### config.mk
export PLATFORM = sky130hd
export DESIGN_NAME = cht_front
export DESIGN_NICKNAME = d
export VERILOG_FILES = /design/src/sv/cht_pkg.sv /design/src/sv/cht_front.sv
export SDC_FILE = /design/constraint.sdc
export NUM_CORES = 1
export LEC_CHECK = 0
export BUFFER_PORTS_ARGS = -buffer_cell sky130_fd_sc_hd__buf_2
export CAP_MARGIN = 40
export CORE_UTILIZATION = 55
export DETAILED_ROUTE_END_ITERATION = 6
export HOLD_SLACK_MARGIN = 0.1
export PLACE_DENSITY = 0.77
export SETUP_SLACK_MARGIN = 0.15
export SYNTH_ARGS = -nofsm -noshare
export SYNTH_HDL_FRONTEND = slang
export SYNTH_SLANG_ARGS = --single-unit
### constraint.sdc
create_clock -name clk -period 26.2 [get_ports clk]
set_clock_uncertainty 0.05 [all_clocks]
set_input_delay 3.93 -clock clk [delete_from_list [all_inputs] [get_ports clk]]
set_output_delay 3.93 -clock clk [all_outputs]
set_load 0.01 [all_outputs]
### src/sv/cht_pkg.sv
// cht_pkg: shared types, constants and op codes for the chained hash table
// no dependencies
`default_nettype none
package cht_pkg;
    localparam int CAPACITY_DEF = 1024;
    localparam int BUCKETS_DEF  = 1024;
    localparam int CFG_W        = 11;
    localparam int CFG_IDX_W    = 1;
    localparam int QDEPTH       = 2;

    typedef enum logic [2:0] {
        OP_INSERT  = 3'd0,
        OP_DELETE  = 3'd1,
        OP_FIND    = 3'd2,
        OP_INCR    = 3'd3,
        OP_FIND_INS = 3'd4,
        OP_CLEAR   = 3'd5
    } op_t;

    localparam logic [CFG_IDX_W-1:0] REG_BUCKET_COUNT = 1'b0;
    localparam logic [CFG_IDX_W-1:0] REG_ENTRY_LIMIT  = 1'b1;

    localparam logic [1:0] ST_OK       = 2'd0;
    localparam logic [1:0] ST_FULL     = 2'd1;
    localparam logic [1:0] ST_NOTFOUND = 2'd2;

    typedef struct packed {
        logic [2:0]  op;
        logic [31:0] key;
        logic [31:0] data;
    } req_t;

    typedef struct packed {
        logic        hit;
        logic [31:0] result_value;
        logic [1:0]  status;
    } rsp_t;
endpackage
`default_nettype wire

### src/sv/cht_front.sv
// cht_front: accepts transactions, hashes the key into a bucket, queues them
// depends on cht_pkg
`default_nettype none
module cht_front #(
    parameter int BUCKETS = cht_pkg::BUCKETS_DEF,
    localparam int BW = (BUCKETS > 1) ? $clog2(BUCKETS) : 1
) (
    input  wire logic                   clk,
    input  wire logic                   rst_n,
    input  wire logic                   in_valid,
    output logic                        in_ready,
    input  wire cht_pkg::req_t          in_req,
    input  wire logic [cht_pkg::CFG_W-1:0] bucket_count,
    output logic                        q_valid,
    input  wire logic                   q_ready,
    output cht_pkg::req_t               q_req,
    output logic [BW-1:0]               q_bucket
);
    localparam int MW = $clog2(BUCKETS + 1) > 0 ? $clog2(BUCKETS + 1) : 1;
    localparam int SW = MW + 1;

    // bit-serial remainder of the 64-bit sign-extended key
    typedef enum logic [2:0] {
        F_IDLE = 3'b001,
        F_DIV  = 3'b010,
        F_PUSH = 3'b100
    } fstate_t;

    fstate_t      state_reg, state_next;
    cht_pkg::req_t req_reg, req_next;
    logic [63:0]  dvd_reg, dvd_next;
    logic [SW-1:0] rem_reg, rem_next;
    logic [6:0]   cnt_reg, cnt_next;
    logic [MW-1:0] mod_reg, mod_next;

    cht_pkg::req_t q_req_mem [cht_pkg::QDEPTH];
    logic [BW-1:0] q_bkt_mem [cht_pkg::QDEPTH];
    logic          wp_reg, rp_reg;
    logic [1:0]    fill_reg;

    logic [MW-1:0] mod_eff;
    logic [SW-1:0] shifted;
    logic          push, pop;

    always_comb
    begin
        if (bucket_count == '0)
        begin
            mod_eff = MW'(1);
        end
        else if (32'(bucket_count) > 32'(BUCKETS))
        begin
            mod_eff = MW'(BUCKETS);
        end
        else
        begin
            mod_eff = MW'(bucket_count);
        end
    end

    assign in_ready = (state_reg == F_IDLE);
    assign push     = (state_reg == F_PUSH) && (fill_reg != 2'(cht_pkg::QDEPTH));
    assign pop      = q_valid && q_ready;
    assign shifted  = {rem_reg[SW-2:0], dvd_reg[63]};

    always_comb
    begin
        state_next = state_reg;
        req_next   = req_reg;
        dvd_next   = dvd_reg;
        rem_next   = rem_reg;
        cnt_next   = cnt_reg;
        mod_next   = mod_reg;
        case (state_reg)
            F_IDLE:
            begin
                if (in_valid)
                begin
                    req_next   = in_req;
                    dvd_next   = {{32{in_req.key[31]}}, in_req.key};
                    rem_next   = '0;
                    cnt_next   = '0;
                    mod_next   = mod_eff;
                    state_next = F_DIV;
                end
            end
            F_DIV:
            begin
                dvd_next = {dvd_reg[62:0], 1'b0};
                if (shifted >= SW'(mod_reg))
                begin
                    rem_next = shifted - SW'(mod_reg);
                end
                else
                begin
                    rem_next = shifted;
                end
                cnt_next = cnt_reg + 7'd1;
                if (cnt_reg == 7'd63)
                begin
                    state_next = F_PUSH;
                end
            end
            F_PUSH:
            begin
                if (push)
                begin
                    state_next = F_IDLE;
                end
            end
            default:
            begin
                state_next = F_IDLE;
            end
        endcase
    end

    always_ff @(posedge clk or negedge rst_n)
    begin
        if (!rst_n)
        begin
            state_reg <= F_IDLE;
            wp_reg    <= 1'b0;
            rp_reg    <= 1'b0;
            fill_reg  <= '0;
        end
        else
        begin
            state_reg <= state_next;
            if (push)
            begin
                wp_reg <= ~wp_reg;
            end
            if (pop)
            begin
                rp_reg <= ~rp_reg;
            end
            fill_reg <= fill_reg + 2'(push) - 2'(pop);
        end
    end

    always_ff @(posedge clk)
    begin
        req_reg <= req_next;
        dvd_reg <= dvd_next;
        rem_reg <= rem_next;
        cnt_reg <= cnt_next;
        mod_reg <= mod_next;
        if (push)
        begin
            q_req_mem[wp_reg] <= req_reg;
            q_bkt_mem[wp_reg] <= BW'(rem_reg);
        end
    end

    assign q_valid  = (fill_reg != '0);
    assign q_req    = q_req_mem[rp_reg];
    assign q_bucket = q_bkt_mem[rp_reg];
endmodule
`default_nettype wire

==> impl_metrics.py <==
metrics = {
    "status": {
        "outcome": "finished clean",
    },
    "worst_setup_path": {
        "r2r_setup_slack_ns": 23.58,
        "r2r_end": "rem_reg[4]$_SDFFCE_PN0P_",
        "end_kind": "output pin",
        "cp_top_family": "flip-flops",
        "crit_slowest_cell": "dfrtp_4",
        "r2r_cells": 9,
        "worst_setup_path_start_kind": "flip-flop",
        "critPathArrivalTime_ns": 2.09,
        "crit_chain": "buf_16 > mux2_2 > buf_2",
        "critPathMaxStageDelay_ns": 0.65,
        "path_depth": 3,
        "cp_num_buf_inv": 2,
        "critPathRequiredTime_ns": 22.22,
        "setup.worst_path.start": "rp_reg$_DFFE_PN0P_",
        "rr_startpoint": "dvd_reg[63]$_DFFE_PP_",
        "worstSetupPathType": "flip-flop to output pin",
        "endpoint": "q_req[42]",
        "worstPathMaxFanout": 58,
    },
    "clock_tree": {
        "hold_buffers": 0,
        "clock_sinks": 321,
        "cts.clk_slew.worst_paths_ns": 0.06,
        "cts_buffers": 30,
        "ctsResizeCount": 0,
        "root_buffer": "clkbuf_16",
        "cts_tree": "yes",
        "postCtsSetupRepairBufs": 0,
        "clockBufferDepth": 3,
        "htreeDepth": 1,
        "clkLatencyLatePin_ns": 0.53,
    },
    "global_routing": {
        "grt_use_total": 0.1801,
        "grt_overflow": 0,
        "grt_pass1_wl_um": 31930,
        "grt_start_max_net_pins": 67,
        "grt_pass1_vias": 6376,
        "antenna_found_initial": 0,
    },
    "routing": {
        "routed_wl_um": 20770,
        "drt-initial-drc-count": 467,
        "ant_nets": 0,
        "dr.pass1.iters": 5,
        "drcViolationCount": 0,
        "wl_per_cell_um": 17.12,
        "drt-vias-per-instance": 5.252,
        "vias": 6371,
    },
    "synth": {
        "async_reset_ff_frac": 0.02181,
        "yosys_warnings": 0,
        "ys_seq_area_frac": 0.7796,
        "synth-simple-area-share": 0.06713,
        "synth_compound_gate_area_share": 0.04265,
        "synth_top_family_by_area": "multiplexers",
        "synth-adder-area-share": 0.01584,
        "ys_seq_elements": 321,
        "synthCells": 733,
        "yosys_most_used_dff": "edfxtp_1",
        "synth.distinct_cells": 47,
        "synth_nets": 830,
        "muxShareOfSynthArea": 0.07119,
        "synth_xor_area_frac": 0.007820,
        "synth.avg_cell_area_um2": 16.81,
        "synth_edf_count": 314,
        "syn_area_um2": 12320,
    },
    "hold_path": {
        "hp-class": "flip-flop to flip-flop",
    },
    "timing": {
        "slew_headroom": 0.5641,
        "tns_ns": 0,
        "rsz0062_at_grt": "no",
        "min_period_over_period": 0.2318,
        "min_period_ns": 6.073,
        "fmaxAchievable_ghz": 0.1647,
        "hold_viol": 0,
        "drv_slew": 0,
        "worst_pin_slew_ns": 0.6539,
        "finalSetupViolCount": 0,
    },
    "pwr": {
        "peakVddDrop_uv": 60.92,
        "power_density_nw_per_um2": 103.0,
        "total_power_w": 0.001494,
        "leakage_nw": 5.465,
    },
    "placement": {
        "globalplace.congestion": 0.7705,
        "numPortBuffers": 160,
        "placed_cell_area_um2": 13570,
        "place_hpwl_um": 13060,
    },
    "finish": {
        "fin_area_um2": 14500,
        "nNetsFinal": 1003,
        "final_layout_size_suffix_gt1_frac": 0.3290,
        "synthToLayoutAreaGrowth_pct": 17.71,
        "largest_reg_flops": 134,
    },
    "run": {
        "maxCapViolations": 0,
    },
    "floorplanning": {
        "die_h_um": 151.7,
        "row_count": 54,
        "dieArea_um2": 23000,
        "die_x_um": 151.7,
        "coreArea_um2": 21890,
        "ios": 161,
        "start_util": 0.5628,
    },
}
[placed cells by master, fill, tap and decap left out, drive strengths merged, types with 4 or more instances in the layout]
cell type	instances
mux2	77
edfxtp	314
ha	14
nand2	108
nor2b	11
a21oi	21
o21ai	10
dfrtp	6
nand3	9
nor3	4
clkbuf	34
buf	171
clkinv	20
nor2	22
and2	6
nand2b	4
inv	18
a21o	35
xnor2	8
[worst min path at each step]
stage                                startpoint                         end  slack (ns)  cells after the start
final                     req_reg[13]$_DFFE_PP_  q_req_mem[1][13]$_DFFE_PP_        0.39                      0
after global routing      req_reg[39]$_DFFE_PP_  q_req_mem[0][39]$_DFFE_PP_        0.40                      0
after CTS                 req_reg[56]$_DFFE_PP_  q_req_mem[1][56]$_DFFE_PP_        0.39                      0
after detailed placement  req_reg[13]$_DFFE_PP_  q_req_mem[0][13]$_DFFE_PP_        0.38                      0
after global placement    req_reg[31]$_DFFE_PP_  q_req_mem[1][31]$_DFFE_PP_        0.37                      0
after floorplan            req_reg[0]$_DFFE_PP_   q_req_mem[0][0]$_DFFE_PP_        0.37                      0
[routing by layer]
| layer | vias to the layer above | global-route usage | share of wire |
|---|---|---|---|
| met5 | - | 0 | 0 |
| met1 | 3083 | 0.2446 | 0.42 |
| met3 | 25 | 0.03323 | 0.072 |
| li1 | 3084 | - | - |
| met2 | 179 | 0.3011 | 0.49 |
| met4 | 0 | 0.04554 | 0.013 |
[cell type report]
| type | count | area (µm²) |
|---|---|---|
| antenna | 3 | 7.507 |
| clock buffer | 34 | 787.0 |
| clock inverter | 22 | 136.4 |
| fill | 1502 | 7388 |
| inverter | 18 | 67.56 |
| multi-input combinational | 364 | 2561 |
| sequential | 321 | 9609 |
| tap | 280 | 350.3 |
| timing repair buffer | 171 | 983.4 |
[power by group]
group          total [W]  internal, W  switching, W
clock network   0.000400     0.000225      0.000175
registers       0.000744     0.000695     0.0000484
logic           0.000350     0.000150      0.000200
[synth_stat cells, types with 9 or more instances]
library cell,number,area share
a21o_1,35,0.021
a21oi_1,18,0.0073
buf_1,10,0.0030
buf_2,11,0.0045
clkbuf_1,9,0.0027
edfxtp_1,314,0.77
ha_1,14,0.014
inv_1,18,0.0055
mux2_2,77,0.070
nand2_1,108,0.033
nand3_1,9,0.0037
nor2_1,22,0.0067
nor2b_1,11,0.0056
[kinds of logic (layout without fill, tap and decap cells)]
| kind of cell | count (synthesis) | after routing |
|---|---|---|
| compound gates | 77 | 77 |
| xor+xnor | 11 | 11 |
| fa+ha+maj | 15 | 15 |
| buf+inv | 48 | 245 |
| flops | 321 | 321 |
| mux | 78 | 78 |
| other cells | 0 | 3 |
| simple gates | 183 | 183 |
[metrics by stage]
step	setup WS (ns)	utilization	std cells	hold WS (ns)
2_1_floorplan	12.46	-	733	0.3715
3_3_place_gp	19.95	0.6133	1148	0.3715
5_1_grt	20.03	0.6622	1210	0.4011
4_1_cts	20.08	0.6622	1210	0.3939
3_5_place_dp	20.18	0.6200	1154	0.3791
6_report	20.13	0.6625	1213	0.3919
Power figures use the tool's default switching activity.
